[src/hw/rtl/bffsa_pkg.sv]
`default_nettype none
package bffsa_pkg;

    localparam int BYTES_W = 16;
    localparam int SLOT_W  = 10;
    localparam int COUNT_W = 11;
    localparam int NEED_W  = 17;

    localparam logic OP_ALLOC = 1'b0;
    localparam logic OP_FREE  = 1'b1;

    localparam int ST_W = 4;
    localparam logic [ST_W-1:0] ST_CLR     = 4'd0;
    localparam logic [ST_W-1:0] ST_IDLE    = 4'd1;
    localparam logic [ST_W-1:0] ST_DIV     = 4'd2;
    localparam logic [ST_W-1:0] ST_SRCH_RD = 4'd3;
    localparam logic [ST_W-1:0] ST_SRCH_EX = 4'd4;
    localparam logic [ST_W-1:0] ST_MARK_RD = 4'd5;
    localparam logic [ST_W-1:0] ST_MARK_WR = 4'd6;
    localparam logic [ST_W-1:0] ST_FDIV    = 4'd7;
    localparam logic [ST_W-1:0] ST_FFIX    = 4'd8;
    localparam logic [ST_W-1:0] ST_FREE_RD = 4'd9;
    localparam logic [ST_W-1:0] ST_FREE_WR = 4'd10;
    localparam logic [ST_W-1:0] ST_DONE    = 4'd11;

endpackage
`default_nettype wire

[src/hw/rtl/bffsa_div.sv]
`default_nettype none
module bffsa_div #(
    parameter int DIVISOR = 4
) (
    input  wire                           i_clk,
    input  wire                           i_rst_n,
    input  wire                           i_start,
    input  wire [bffsa_pkg::BYTES_W-1:0]  i_dividend,
    output logic                          o_done,
    output logic [bffsa_pkg::NEED_W-1:0]  o_need
);
    import bffsa_pkg::*;

    // quotient by reciprocal multiplication, exact for every 16-bit dividend
    localparam int     SH    = BYTES_W + $clog2(DIVISOR);
    localparam int     MW    = BYTES_W + 1;
    localparam int     PW    = BYTES_W + MW;
    localparam longint RECIP = ((longint'(1) << SH) + longint'(DIVISOR) - longint'(1))
                               / longint'(DIVISOR);
    localparam logic [MW-1:0]      RECIP_V = MW'(RECIP);
    localparam logic [BYTES_W-1:0] DIV_V   = BYTES_W'(DIVISOR);

    logic [BYTES_W-1:0] r_x;
    logic [BYTES_W-1:0] r_q;
    logic [NEED_W-1:0]  r_need;
    logic               r_v1;
    logic               r_v2;
    logic               r_done;
    logic [PW-1:0]      n_prod;
    logic [BYTES_W-1:0] n_q;
    logic [BYTES_W-1:0] n_back;

    always_comb begin
        n_prod = PW'(r_x) * PW'(RECIP_V);
        n_q    = BYTES_W'(n_prod >> SH);
        n_back = r_q * DIV_V;
    end

    always_ff @(posedge i_clk) begin
        if (!i_rst_n) begin
            r_v1   <= 1'b0;
            r_v2   <= 1'b0;
            r_done <= 1'b0;
        end else begin
            r_v1   <= i_start;
            r_v2   <= r_v1;
            r_done <= r_v2;
            if (i_start) begin
                r_x <= i_dividend;
            end
            if (r_v1) begin
                r_q <= n_q;
            end
            if (r_v2) begin
                r_need <= NEED_W'(r_q) + NEED_W'(n_back != r_x);
            end
        end
    end

    assign o_done = r_done;
    assign o_need = r_need;

endmodule
`default_nettype wire

[src/hw/rtl/bffsa_maps.sv]
`default_nettype none
module bffsa_maps #(
    parameter int DEPTH = 32,
    parameter int AW    = 5,
    parameter int W     = 32
) (
    input  wire           i_clk,
    input  wire  [AW-1:0] i_addr,
    input  wire           i_wr_en,
    input  wire  [W-1:0]  i_wr_free,
    input  wire  [W-1:0]  i_wr_cont,
    output logic [W-1:0]  o_rd_free,
    output logic [W-1:0]  o_rd_cont
);
    logic [W-1:0] r_free_mem [DEPTH];
    logic [W-1:0] r_cont_mem [DEPTH];

    always_ff @(posedge i_clk) begin
        if (i_wr_en) begin
            r_free_mem[i_addr] <= i_wr_free;
            r_cont_mem[i_addr] <= i_wr_cont;
        end
    end

    always_ff @(posedge i_clk) begin
        o_rd_free <= r_free_mem[i_addr];
        o_rd_cont <= r_cont_mem[i_addr];
    end

endmodule
`default_nettype wire

[src/hw/rtl/bitmap_first_fit_slot_allocator.sv]
`default_nettype none
// Slot allocator over a pool of SLOT_TOTAL slots held as two bitmaps (free and
// continuation) in a word-wide memory of ceil(SLOT_TOTAL/MAP_WORD_BITS) words.
// After reset the maps are cleared one word per cycle, so no beat is taken until
// the clear is done. An allocate beat first turns bytes into slots in the
// divider, then scans map words from word 0 up to the word where the run ends,
// then marks each word the run covers, from the last down, with a read and a
// write back. A free beat reads and writes back each word the freed run touches.
// The search only reads the words. One beat is worked at a time; the result
// waits in an output register and a new beat is taken while it waits.
module bitmap_first_fit_slot_allocator #(
    parameter int SLOT_TOTAL    = 1024,
    parameter int SLOT_BYTES    = 4,
    parameter int MAP_WORD_BITS = 32
) (
    input  wire         i_clk,
    input  wire         i_rst_n,
    input  wire         s_axis_tvalid,
    output logic        s_axis_tready,
    input  wire  [31:0] s_axis_tdata,   // request_bytes, start_slot
    input  wire  [0:0]  s_axis_tuser,   // op
    output logic        m_axis_tvalid,
    input  wire         m_axis_tready,
    output logic [23:0] m_axis_tdata    // ok, granted_slot, slot_count
);
    import bffsa_pkg::*;

    localparam int W         = MAP_WORD_BITS;
    localparam int MAP_WORDS = (SLOT_TOTAL + W - 1) / W;
    localparam int AW        = (MAP_WORDS > 1) ? $clog2(MAP_WORDS) : 1;
    localparam int CW        = $clog2(SLOT_TOTAL + 1);
    localparam int BW        = $clog2(W);
    localparam int ZW        = $clog2(W + 1);
    localparam int LW        = CW + ZW;
    localparam int RECIP     = 65536 / W;
    localparam int PW        = SLOT_W + 14;

    logic [ST_W-1:0]    r_state;
    logic [SLOT_W-1:0]  r_slot;
    logic [AW-1:0]      r_w;
    logic [CW-1:0]      r_base;
    logic [LW-1:0]      r_run;
    logic [CW-1:0]      r_need;
    logic [CW-1:0]      r_start;
    logic [CW-1:0]      r_end;
    logic [BW-1:0]      r_b0;
    logic               r_first;
    logic [CW-1:0]      r_cnt;
    logic [AW-1:0]      r_q;
    logic               r_res_ok;
    logic [CW-1:0]      r_res_slot;
    logic [CW-1:0]      r_res_cnt;
    logic               r_out_valid;
    logic [23:0]        r_out_data;

    logic               div_start;
    logic               div_done;
    logic [NEED_W-1:0]  div_need;
    logic               mem_wr;
    logic [W-1:0]       mem_wfree;
    logic [W-1:0]       mem_wcont;
    logic [W-1:0]       mem_rfree;
    logic [W-1:0]       mem_rcont;

    logic [W-1:0]       n_valid;
    logic               n_hit;
    logic [BW-1:0]      n_hit_b;
    logic [LW-1:0]      n_run;
    logic [W-1:0]       n_mark;
    logic [W-1:0]       n_fmask;
    logic [ZW-1:0]      n_z;
    logic [CW-1:0]      n_hit_end;
    logic [CW-1:0]      n_rem;
    logic [PW-1:0]      n_prod;
    logic               in_acc;

    assign s_axis_tready = (r_state == ST_IDLE);
    assign in_acc        = s_axis_tvalid && s_axis_tready;
    assign div_start     = in_acc && (s_axis_tuser[0] == OP_ALLOC);
    assign m_axis_tvalid = r_out_valid;
    assign m_axis_tdata  = r_out_data;

    bffsa_div #(.DIVISOR(SLOT_BYTES)) u_div (
        .i_clk      (i_clk),
        .i_rst_n    (i_rst_n),
        .i_start    (div_start),
        .i_dividend (s_axis_tdata[15:0]),
        .o_done     (div_done),
        .o_need     (div_need)
    );

    bffsa_maps #(.DEPTH(MAP_WORDS), .AW(AW), .W(W)) u_maps (
        .i_clk     (i_clk),
        .i_addr    (r_w),
        .i_wr_en   (mem_wr),
        .i_wr_free (mem_wfree),
        .i_wr_cont (mem_wcont),
        .o_rd_free (mem_rfree),
        .o_rd_cont (mem_rcont)
    );

    // per-word scan, mark and free masks
    always_comb begin
        logic [LW-1:0] len;
        logic [LW-1:0] s;
        logic          zf;
        logic [BW-1:0] zp;
        logic [W-1:0]  f;
        logic [W-1:0]  cp;
        n_hit   = 1'b0;
        n_hit_b = '0;
        n_run   = '0;
        n_z     = ZW'(W);
        for (int b = 0; b < W; b++) begin
            s          = LW'(r_base) + LW'(b);
            n_valid[b] = (s < LW'(SLOT_TOTAL));
            n_mark[b]  = (s >= LW'(r_start)) && (s <= LW'(r_end));
        end
        f  = mem_rfree & n_valid;
        for (int b = 0; b < W; b++) begin
            zf = 1'b0;
            zp = '0;
            for (int j = 0; j <= b; j++) begin
                if (!f[j]) begin
                    zf = 1'b1;
                    zp = BW'(j);
                end
            end
            len = zf ? (LW'(b) - LW'(zp)) : (r_run + LW'(b) + LW'(1));
            if (!n_hit && (len >= LW'(r_need))) begin
                n_hit   = 1'b1;
                n_hit_b = BW'(b);
            end
            if (b == W - 1) begin
                n_run = len;
            end
        end
        for (int b = 0; b < W; b++) begin
            cp[b] = (mem_rcont[b] || (r_first && (BW'(b) == r_b0))) && n_valid[b];
        end
        for (int b = W - 1; b >= 0; b--) begin
            if ((BW'(b) >= r_b0) && !cp[b]) begin
                n_z = ZW'(b);
            end
        end
        for (int b = 0; b < W; b++) begin
            n_fmask[b] = (BW'(b) >= r_b0) && (ZW'(b) < n_z);
        end
        n_hit_end = r_base + CW'(n_hit_b);
        n_prod    = PW'(r_slot) * PW'(RECIP);
        n_rem     = CW'(r_slot) - CW'(r_q) * CW'(W);
    end

    always_comb begin
        mem_wr    = 1'b0;
        mem_wfree = '1;
        mem_wcont = '0;
        case (r_state)
            ST_CLR: begin
                mem_wr = 1'b1;
            end
            ST_MARK_WR: begin
                mem_wr    = 1'b1;
                mem_wfree = mem_rfree & ~n_mark;
                for (int b = 0; b < W; b++) begin
                    mem_wcont[b] = n_mark[b] ? ((r_base + CW'(b)) != r_start)
                                             : mem_rcont[b];
                end
            end
            ST_FREE_WR: begin
                mem_wr    = 1'b1;
                mem_wfree = mem_rfree | n_fmask;
                mem_wcont = mem_rcont & ~n_fmask;
            end
            default: begin
                mem_wr = 1'b0;
            end
        endcase
    end

    always_ff @(posedge i_clk) begin
        if (!i_rst_n) begin
            r_state     <= ST_CLR;
            r_w         <= '0;
            r_out_valid <= 1'b0;
        end else begin
            if (r_out_valid && m_axis_tready && r_state != ST_DONE) begin
                r_out_valid <= 1'b0;
            end
            case (r_state)
                ST_CLR: begin
                    if (r_w == AW'(MAP_WORDS - 1)) begin
                        r_state <= ST_IDLE;
                    end else begin
                        r_w <= r_w + 1'b1;
                    end
                end
                ST_IDLE: begin
                    if (in_acc) begin
                        r_slot     <= s_axis_tdata[25:16];
                        r_res_ok   <= 1'b0;
                        r_res_slot <= '0;
                        r_res_cnt  <= '0;
                        if (s_axis_tuser[0] == OP_ALLOC) begin
                            r_state <= ST_DIV;
                        end else if (17'(s_axis_tdata[25:16]) >= 17'(SLOT_TOTAL)) begin
                            r_state <= ST_DONE;
                        end else begin
                            r_state <= ST_FDIV;
                        end
                    end
                end
                ST_DIV: begin
                    if (div_done) begin
                        if (div_need == '0 || div_need > NEED_W'(SLOT_TOTAL)) begin
                            r_state <= ST_DONE;
                        end else begin
                            r_need  <= CW'(div_need);
                            r_w     <= '0;
                            r_base  <= '0;
                            r_run   <= '0;
                            r_state <= ST_SRCH_RD;
                        end
                    end
                end
                ST_SRCH_RD: begin
                    r_state <= ST_SRCH_EX;
                end
                ST_SRCH_EX: begin
                    if (n_hit) begin
                        r_end      <= n_hit_end;
                        r_start    <= n_hit_end - r_need + CW'(1);
                        r_res_ok   <= 1'b1;
                        r_res_slot <= n_hit_end - r_need + CW'(1);
                        r_res_cnt  <= r_need;
                        r_state    <= ST_MARK_RD;
                    end else if (r_w == AW'(MAP_WORDS - 1)) begin
                        r_state <= ST_DONE;
                    end else begin
                        r_w     <= r_w + 1'b1;
                        r_base  <= r_base + CW'(W);
                        r_run   <= n_run;
                        r_state <= ST_SRCH_RD;
                    end
                end
                ST_MARK_RD: begin
                    r_state <= ST_MARK_WR;
                end
                ST_MARK_WR: begin
                    if (r_base <= r_start) begin
                        r_state <= ST_DONE;
                    end else begin
                        r_w     <= r_w - 1'b1;
                        r_base  <= r_base - CW'(W);
                        r_state <= ST_MARK_RD;
                    end
                end
                ST_FDIV: begin
                    r_q     <= AW'(n_prod >> 16);
                    r_state <= ST_FFIX;
                end
                ST_FFIX: begin
                    if (n_rem >= CW'(W)) begin
                        r_w    <= r_q + 1'b1;
                        r_b0   <= BW'(n_rem - CW'(W));
                        r_base <= CW'(r_slot) - (n_rem - CW'(W));
                    end else begin
                        r_w    <= r_q;
                        r_b0   <= BW'(n_rem);
                        r_base <= CW'(r_slot) - n_rem;
                    end
                    r_first <= 1'b1;
                    r_cnt   <= '0;
                    r_state <= ST_FREE_RD;
                end
                ST_FREE_RD: begin
                    r_state <= ST_FREE_WR;
                end
                ST_FREE_WR: begin
                    if (n_z == ZW'(W) && r_w != AW'(MAP_WORDS - 1)) begin
                        r_cnt   <= r_cnt + CW'(n_z) - CW'(r_b0);
                        r_w     <= r_w + 1'b1;
                        r_base  <= r_base + CW'(W);
                        r_b0    <= '0;
                        r_first <= 1'b0;
                        r_state <= ST_FREE_RD;
                    end else begin
                        r_res_ok  <= 1'b1;
                        r_res_cnt <= r_cnt + CW'(n_z) - CW'(r_b0);
                        r_state   <= ST_DONE;
                    end
                end
                ST_DONE: begin
                    if (!r_out_valid || m_axis_tready) begin
                        r_out_valid <= 1'b1;
                        r_out_data  <= {2'b00, COUNT_W'(r_res_cnt),
                                        SLOT_W'(r_res_slot), r_res_ok};
                        r_state     <= ST_IDLE;
                    end
                end
                default: begin
                    r_state <= ST_IDLE;
                end
            endcase
        end
    end

endmodule
`default_nettype wire

[config.mk]
export PLATFORM = sky130hd
export DESIGN_NAME = bitmap_first_fit_slot_allocator
export DESIGN_NICKNAME = d
export VERILOG_FILES = /design/src/hw/rtl/bffsa_pkg.sv /design/src/hw/rtl/bffsa_div.sv /design/src/hw/rtl/bffsa_maps.sv /design/src/hw/rtl/bitmap_first_fit_slot_allocator.sv
export SDC_FILE = /design/constraint.sdc
export NUM_CORES = 2
export LEC_CHECK = 0
export BUFFER_PORTS_ARGS = -buffer_cell sky130_fd_sc_hd__buf_2
export CAP_MARGIN = 20
export CORE_ASPECT_RATIO = 0.6
export CORE_UTILIZATION = 32
export DETAILED_ROUTE_END_ITERATION = 7
export SYNTH_ARGS = -nofsm -noshare
export SYNTH_HDL_FRONTEND = slang
export SYNTH_SLANG_ARGS = --single-unit
[constraint.sdc]
create_clock -name i_clk -period 10.9 [get_ports i_clk]
set_input_delay 0 -clock i_clk [delete_from_list [all_inputs] [get_ports i_clk]]
set_output_delay 0 -clock i_clk [all_outputs]
set_load 0.005 [all_outputs]
# Word-level counts from Yosys, hierarchy flattened

Memory sizes are Yosys's and may differ from the RTL's. A register that Yosys moved wholly into a read port is not among the register bits.
Cells that the tools add are included.

Output and inout port bits: 26
Register bits: 197
Input bits: 37
Word-level logic and storage cells: 1,086
RAM bits: 2,048
Memories: 2

Muxes and demuxes: 279
Add/sub/neg operators: 170
Eq/ne operators: 90
Magnitude comparators: 195
Reductions and logical operators: 319
Bitwise gates (word level): 8

Memories:

| memory            | depth | width | read ports | clocked after Yosys merged registers in | wr ports | line             | source |
|---|---|---|---|---|---|---|---|
| u_maps.r_cont_mem | 32    | 32    | 1          | 1                                       | 1        | bffsa_maps.sv:16 | `logic [W-1:0] r_cont_mem [DEPTH];` |
| u_maps.r_free_mem | 32    | 32    | 1          | 1                                       | 1        | bffsa_maps.sv:15 | `logic [W-1:0] r_free_mem [DEPTH];` |

Operators with widths:

| kind                                                                    | count |
|---|---|
| 17-bit two-way mux                                                      | 36 |
| 17-bit by 1-bit adder with 17-bit output (second input constant)        | 32 |
| 17-bit by 11-bit greater-or-equal comparator with 1-bit output          | 32 |
| 12-bit by 11-bit greater-or-equal comparator with 1-bit output          | 31 |
| 12-bit by 11-bit <= comparator with 1-bit output                        | 31 |
| 12-bit by 11-bit < comparator with 1-bit output (second input constant) | 31 |
| 11-bit inequality test                                                  | 32 |
| 5-bit two-way mux                                                       | 69 |
| 17-bit by 5-bit adder with 17-bit output (second input constant)        | 16 |
| 1-bit logical AND                                                       | 196 |
| 11-bit by 5-bit adder with 12-bit output (second input constant)        | 16 |
| 6-bit two-way mux                                                       | 32 |
| 11-bit by 5-bit adder with 11-bit output (second input constant)        | 16 |
| 17-bit by 4-bit adder with 17-bit output (second input constant)        | 8 |
| 32-bit case mux with 2 select lines                                     | 2 |
| 11-bit two-way mux                                                      | 11 |
| 1-bit two-way mux                                                       | 108 |
| 11-bit by 4-bit adder with 12-bit output (second input constant)        | 8 |
| 32-bit bitwise AND                                                      | 3 |
| 5-bit by 6-bit < comparator with 1-bit output (first input constant)    | 16 |
| 5-bit by 5-bit subtractor with 6-bit output (first input constant)      | 16 |
| 11-bit by 4-bit adder with 11-bit output (second input constant)        | 8 |
| 5-bit == test (first input constant)                                    | 16 |
| 5-bit greater-or-equal comparator (first input constant)                | 16 |
| 84 further kinds                                                        | 279 |

# Logic depth before layout (Yosys ltp)

Depth in word-level cells: 104
Gate-level depth with buffers: 45
Gate-level depth less buffers: 44

# Cells and area by module

Synthesis repeated with hierarchy kept, for this count alone.

Cells, all modules: 9,524
Area total of the unflattened synthesis: 119,513.4 um^2

Modules (own cells, without submodules):

| module                          | seq. area each (um^2) | times used | cells an instance | area an instance (um^2) |
|---|---|---|---|---|
| bffsa_maps                      | 62,780.2              | 1          | 4,136             | 78,893.2 |
| bitmap_first_fit_slot_allocator | 4,164.0               | 1          | 5,280             | 38,744.7 |
| bffsa_div                       | 1,411.4               | 1          | 108               | 1,875.5 |

# Worst setup path before layout

OpenSTA, ideal clock, no wires.

Path kind: register to register
Start: register r_base[10]
End: register r_start[10] (data pin)
Clock period less this slack: 7.717 ns
Data arrival time: 7.459 ns
Stages on the path, launching flop included: 40
Required time: 10.642 ns
Setup time: 0.258 ns
Slack: 3.183 ns
Cells stage by stage: edfxtp_1 buf_2 inv_1 buf_2 buf_1 nand2_1 a21o_1 a221o_1 a21o_1 a211o_1 a41oi_1 and2_1 inv_1 ha_1 nor2_1 mux2i_1 o21ai_0 ha_1 [... 4 more ...] nand2_1 nand4bb_1 nor4b_2 and3_1 and2b_2 xor2_1 ha_1 ha_1 inv_1 o21bai_1 a21oi_1 o21bai_1 a21oi_1 o21bai_1 a21oi_1 xnor2_1 xnor2_1 xnor2_1

Longest elaborated chain between the ends: 102
Elaborated cells between the ends (all ways): 349
Classes of those cells: add/sub: 65; order compare: 64; mux: 157; bitwise: 1; reduce/logical: 62

RTL lines:

| item                                                           | line                                   | source |
|---|---|---|
| from (decl)                                                    | bitmap_first_fit_slot_allocator.sv:41  | `logic [CW-1:0] r_base;` |
| from (signal assigned)                                         | bitmap_first_fit_slot_allocator.sv:241 | `r_base <= r_base + CW'(W);` |
| from (signal assigned)                                         | bitmap_first_fit_slot_allocator.sv:254 | `r_base <= r_base - CW'(W);` |
| from (signal assigned)                                         | bitmap_first_fit_slot_allocator.sv:266 | `r_base <= CW'(r_slot) - (n_rem - CW'(W));` |
| 11-bit by 1-bit adder with 12-bit output                       | bitmap_first_fit_slot_allocator.sv:115 | `s = LW'(r_base) + LW'(b);` |
| 12-bit by 11-bit < comparator with 1-bit output                | bitmap_first_fit_slot_allocator.sv:116 | `n_valid[b] = (s < LW'(SLOT_TOTAL));` |
| 32-bit bitwise AND *                                           | bitmap_first_fit_slot_allocator.sv:119 | `f = mem_rfree & n_valid;` |
| 1-bit two-way mux                                              | bitmap_first_fit_slot_allocator.sv:124 | `if (!f[j]) begin` |
| 1-bit by 5-bit subtractor with 6-bit output                    | bitmap_first_fit_slot_allocator.sv:129 | `len = zf ? (LW'(b) - LW'(zp)) : (r_run + LW'(b) + LW'(1));` |
| 17-bit two-way mux                                             | bitmap_first_fit_slot_allocator.sv:129 |  |
| 17-bit by 11-bit greater-or-equal comparator with 1-bit output | bitmap_first_fit_slot_allocator.sv:130 | `if (!n_hit && (len >= LW'(r_need))) begin` |
| 1-bit logical AND                                              | bitmap_first_fit_slot_allocator.sv:130 |  |
| [... 87 more ...]                                              | -                                      |  |
| 1-bit two-way mux                                              | bitmap_first_fit_slot_allocator.sv:130 |  |
| 1-bit zero test                                                | bitmap_first_fit_slot_allocator.sv:130 |  |
| 1-bit logical AND                                              | bitmap_first_fit_slot_allocator.sv:130 |  |
| 5-bit two-way mux *                                            | bitmap_first_fit_slot_allocator.sv:130 |  |
| 11-bit by 5-bit adder with 11-bit output *                     | bitmap_first_fit_slot_allocator.sv:149 | `n_hit_end = r_base + CW'(n_hit_b);` |
| via n_hit_end[4]                                               | bitmap_first_fit_slot_allocator.sv:72  | `logic [CW-1:0] n_hit_end;` |
| 11-bit subtractor *                                            | -                                      |  |
| 11-bit by 1-bit adder with 11-bit output *                     | -                                      |  |
| to (signal assigned)                                           | bitmap_first_fit_slot_allocator.sv:232 | `r_start <= n_hit_end - r_need + CW'(1);` |
| to (decl)                                                      | bitmap_first_fit_slot_allocator.sv:44  | `logic [CW-1:0] r_start;` |

The timed path passes the listed nets; every way through them passes the cells marked *.
A chain may end at the register's enable or synchronous reset.

# Worst setup path in the final report

Ends and elaborated chain as after synthesis.

==> metrics.md <==
| Metric | Value |
|---|---|
| Vias per std cell | `6.053` |
| Count of boundary I/O pins | `63` |
| Required time of the critical path | `11.52 ns` |
| Number of cells on the worst hold path | `3` |
| DR pass1 iterations | `8` |
| DRC | `32` |
| Count of H-tree levels built during CTS | `4` |
| Critical Path Start Type | `flip-flop` |
| Power per Cell Area | `148.6 mW/mm^2` |
| Endpoints failing hold | `0` |
| Post-DP HPWL | `307.4 mm` |
| Number of cells on the worst reg-to-reg path | `41` |
| Number of nets with antenna violations after routing | `0` |
| Slowest CP cell | `nor3_1` |
| Critical Path Most Common Cell | `buf_4` |
| Count of mapped cells out of synthesis | `8559` |
| Number of buffers inserted by port buffering | `54` |
| Sequential element share of the synthesized area | `57.76%` |
| Unrepaired setup endpoints after global routing | `no` |
| Number of buffers inserted during clock tree synthesis | `205` |
| Fraction of final layout cells with drive strength greater than 1 | `16.66%` |
| Die span in y | `473.1 um` |
| Setup clock skew after layout | `0.1418 ns` |
| Worst hold path class | `input port to flip-flop` |
| Max Fclk | `100.2 MHz` |
| Proportion of register bits with asynchronous set or reset after synthesis | `0%` |
| Number of distinct library cell variants in the gate-level netlist after synthesis | `103` |
| Number of slew-limit violations in the final report | `0` |
| Via count of the first global-routing pass | `79302` |
| Flop-to-flop setup slack | `0.92 ns` |
| Mean instance size in the synthesized netlist | `13.83 um^2` |
| Detailed-route wire length per cell | `33.03 um` |
| Starting DRT DRC Count | `13296` |
| Clk pin slew, worst setup/hold paths | `0.07 ns` |
| Overall track demand over capacity in global routing | `23.80%` |
| Reg-to-Reg End | `r_start[10]` |
| Leakage power | `0.04615 uW` |
| Result of the run | `finished with violations` |
| Violations in the final reports | `DRC` |
| Row count | `172` |
| Largest stage delay, worst path | `0.82 ns` |
| Worst min-delay path endpoint | `r_w[1]` |
| Warning count from the yosys run | `0` |
| Headroom to the max-slew limit | `14.37%` |
| Critical Path Source | `r_base[10]` |
| Total wirelength of the detailed-routed design | `460.4 mm` |
| Nets@finish | `9744` |
| Max Fanout on Critical Path | `12` |
| Starting density of the core | `32.25%` |
| Arrival @ worst endpoint | `10.59 ns` |
| Number of fill cells | `34453` |
| Die extent in x | `787.1 um` |
| Clock tree from TritonCTS | `yes` |
| Dominant synthesized flop cell | `edfxtp_1` |
| Critical Path Sink Type | `flip-flop` |
| Kind of critical path | `flip-flop to flip-flop` |
| Setup violation total in the final timing report | `0` |
| Clock sink count | `2302` |
| Total of max-cap violations | `0` |
| Overflow after GRT | `0` |
| Area grow syn2layout | `13.64%` |
| Post-route fraction of the period consumed by the critical path | `91.52%` |
| Post-detailed-placement cell area | `0.1270 mm^2` |
| Total core area | `0.3669 mm^2` |
| Flops & latches, synth | `2302` |
| Start point of the worst min-delay path | `i_rst_n` |
| Clock network latency to the later pin of the worst-skew pair | `0.94 ns` |
| Non-Filler Cell Area, Final | `0.1345 mm^2` |
| Die outline area | `0.3724 mm^2` |
| Antenna violations before repair | `44` |
| Clock Root Buffer | `clkbuf_16` |
| Wire length of the first global-routing pass | `629.5 mm` |
| Worst flop-to-flop path startpoint | `r_base[10]` |
| Setup Total Neg Slack | `0 ns` |
| Weighted congestion reported at the end of routability-driven placement | `1.029` |
| Deepest clock path buffer count | `4` |
| Vias | `84375` |
| Maximum number of pins on one net before global-route repair | `101` |
| Maximum vdd drop | `133.3 uV` |
| Worst-Margin Slew | `1.280 ns` |
| EDFF count, synth | `2225` |
| Cell Area, Synth | `0.1183 mm^2` |
| Post-route minimum period | `9.976 ns` |
## cell usage in the layout, fill, tap and decap left out, types with 39 or more instances in the layout
cell,netlist,layout
a211oi_1,58,57
a21o_1,183,183
a21oi_1,474,468
a22oi_1,266,266
a31oi_1,57,57
and2_1,59,58
and3_1,46,45
buf_2,42,55
buf_4,14,410
clkbuf_16,0,208
clkinv_1,5,41
clkinv_2,0,39
conb_1,2,74
dfxtp_1,77,75
dlygate4sd3_1,0,58
edfxtp_1,2225,2225
ha_1,810,809
inv_1,177,174
mux4_2,512,512
nand2_1,399,399
nand2b_1,66,66
nand3_1,193,192
nand4_1,194,194
nor2_1,624,583
nor2b_1,110,108
nor3_1,120,117
o211ai_1,42,42
o21a_1,51,51
o21ai_0,321,300
xnor2_1,243,240
xor2_1,102,101
## logic make-up after synthesis
logic type,Yosys count,share of synthesized area [%]
xor+xnor,345,2.553
buf+inv,701,2.350
simple gates,2023,8.472
mux,552,10.09
compound gates,1815,10.05
flops,2302,57.76
fa+ha+maj,819,8.716
other cells,2,0.006346
## worst max-delay path: cells and delay by family, from the launching register on
kind / cells / cell delay [ns]
DFF: 1 / 0.60
buffers and inverters: 9 / 1.53
adders and majority gates: 4 / 1.06
xor gates and xnor gates: 3 / 0.39
and+or+nand+nor: 8 / 2.67
AOI/OAI and AO/OA: 17 / 3.41
## cell type report
cell class	count	area, um^2	area share [%]
Tap cell	4872	6096	4.532
Timing Repair Buffer	565	4781	3.555
Clock inverter	118	1025	0.7619
Antenna cell	14	35.03	0.02605
Clock buffer	254	5446	4.050
Inverter	186	698.2	0.5191
Sequential cell	2302	68360	50.83
Multi-Input combinational cell	5628	48050	35.73
## Yosys cell counts, types with 26 or more instances
master	n	area share, %
o211ai_1	42	0.27
o21a_1	51	0.32
clkbuf_1	359	1.1
nand2b_1	66	0.35
or3_1	37	0.20
dfxtp_1	77	1.3
o221ai_1	29	0.21
o31ai_1	33	0.21
nor2b_1	110	0.58
inv_1	177	0.56
and4_1	26	0.19
a22oi_1	266	1.7
a31oi_1	57	0.30
ha_1	810	8.6
nor2_1	624	2.0
o22ai_1	42	0.22
mux4_2	512	9.7
xor2_1	102	0.75
a211oi_1	58	0.37
nor4_1	33	0.17
edfxtp_1	2225	56
a21o_1	183	1.2
nor3_1	120	0.51
buf_1	94	0.30
and3_1	46	0.24
a21oi_1	474	2.0
mux2i_1	30	0.25
nand2_1	399	1.3
and2_1	59	0.31
nand3_1	193	0.82
o21ai_0	321	1.4
nand4_1	194	1.0
buf_2	42	0.18
xnor2_1	243	1.8
## per-layer routing
| metal | part of all wire [%] | GRT usage (%) | up-vias |
|---|---|---|---|
| li1 | - | - | 34381 |
| met4 | 2.1 | 4.526 | 18 |
| met5 | 0.025 | 0 | - |
| met2 | 38 | 30.44 | 5657 |
| met3 | 15 | 9.552 | 640 |
| met1 | 45 | 37.09 | 43679 |
## registers in the layout, indices dropped and copies added, names as in the netlist, 14 cells and up
signal	cells
u_maps.r_free_mem	1024
u_maps.o_rd_cont	32
m_axis_tdata	22
u_maps.r_cont_mem	1024
u_div.o_need	15
u_maps.o_rd_free	32
r_run	17
u_div.r_q	14
u_div.r_x	16
## what timing repair did
item                                   in CTS  in global routing
buffers inserted                            0                  0
hold buffers                               58                  0
endpoints found under the hold margin      91                  0
gates resized for setup                     0                  0
## how the worst max path moves through the flow
| stage | end | cells after the start | slack (ns) |
|---|---|---|---|
| finish | r_start[10] | 41 | 0.92 |
| global route | r_start[10] | 40 | 0.71 |
| CTS | r_start[10] | 40 | 1.37 |
| detailed placement | r_start[10] | 40 | 1.45 |
| global placement | r_start[10] | 42 | 1.29 |
| floorplan | r_start[10] | 39 | 3.18 |
## power by group
part           switching [uW]  internal [uW]
logic                    1850           1040
clock network            3360           3910
registers                 142           9680
## metrics by stage
stage / hold WS [ns] / std cells / total power (uW) / util (%) / worst slack, ns
3_5_place_dp: 0.1781 / 13471 / 12750 / 34.61 / 1.454
2_1_floorplan: 0.07931 / 8631 / 11610 / - / 3.183
4_1_cts: 0.08814 / 13901 / 19950 / 36.53 / 1.374
5_1_grt: 0.1308 / 13926 / 20580 / 36.65 / 0.7056
6_report: 0.1480 / 13939 / 19980 / 36.65 / 0.9240
3_3_place_gp: 0.1768 / 13459 / 12760 / 34.55 / 1.288
Note: power is estimated with default switching activity, not from simulation.
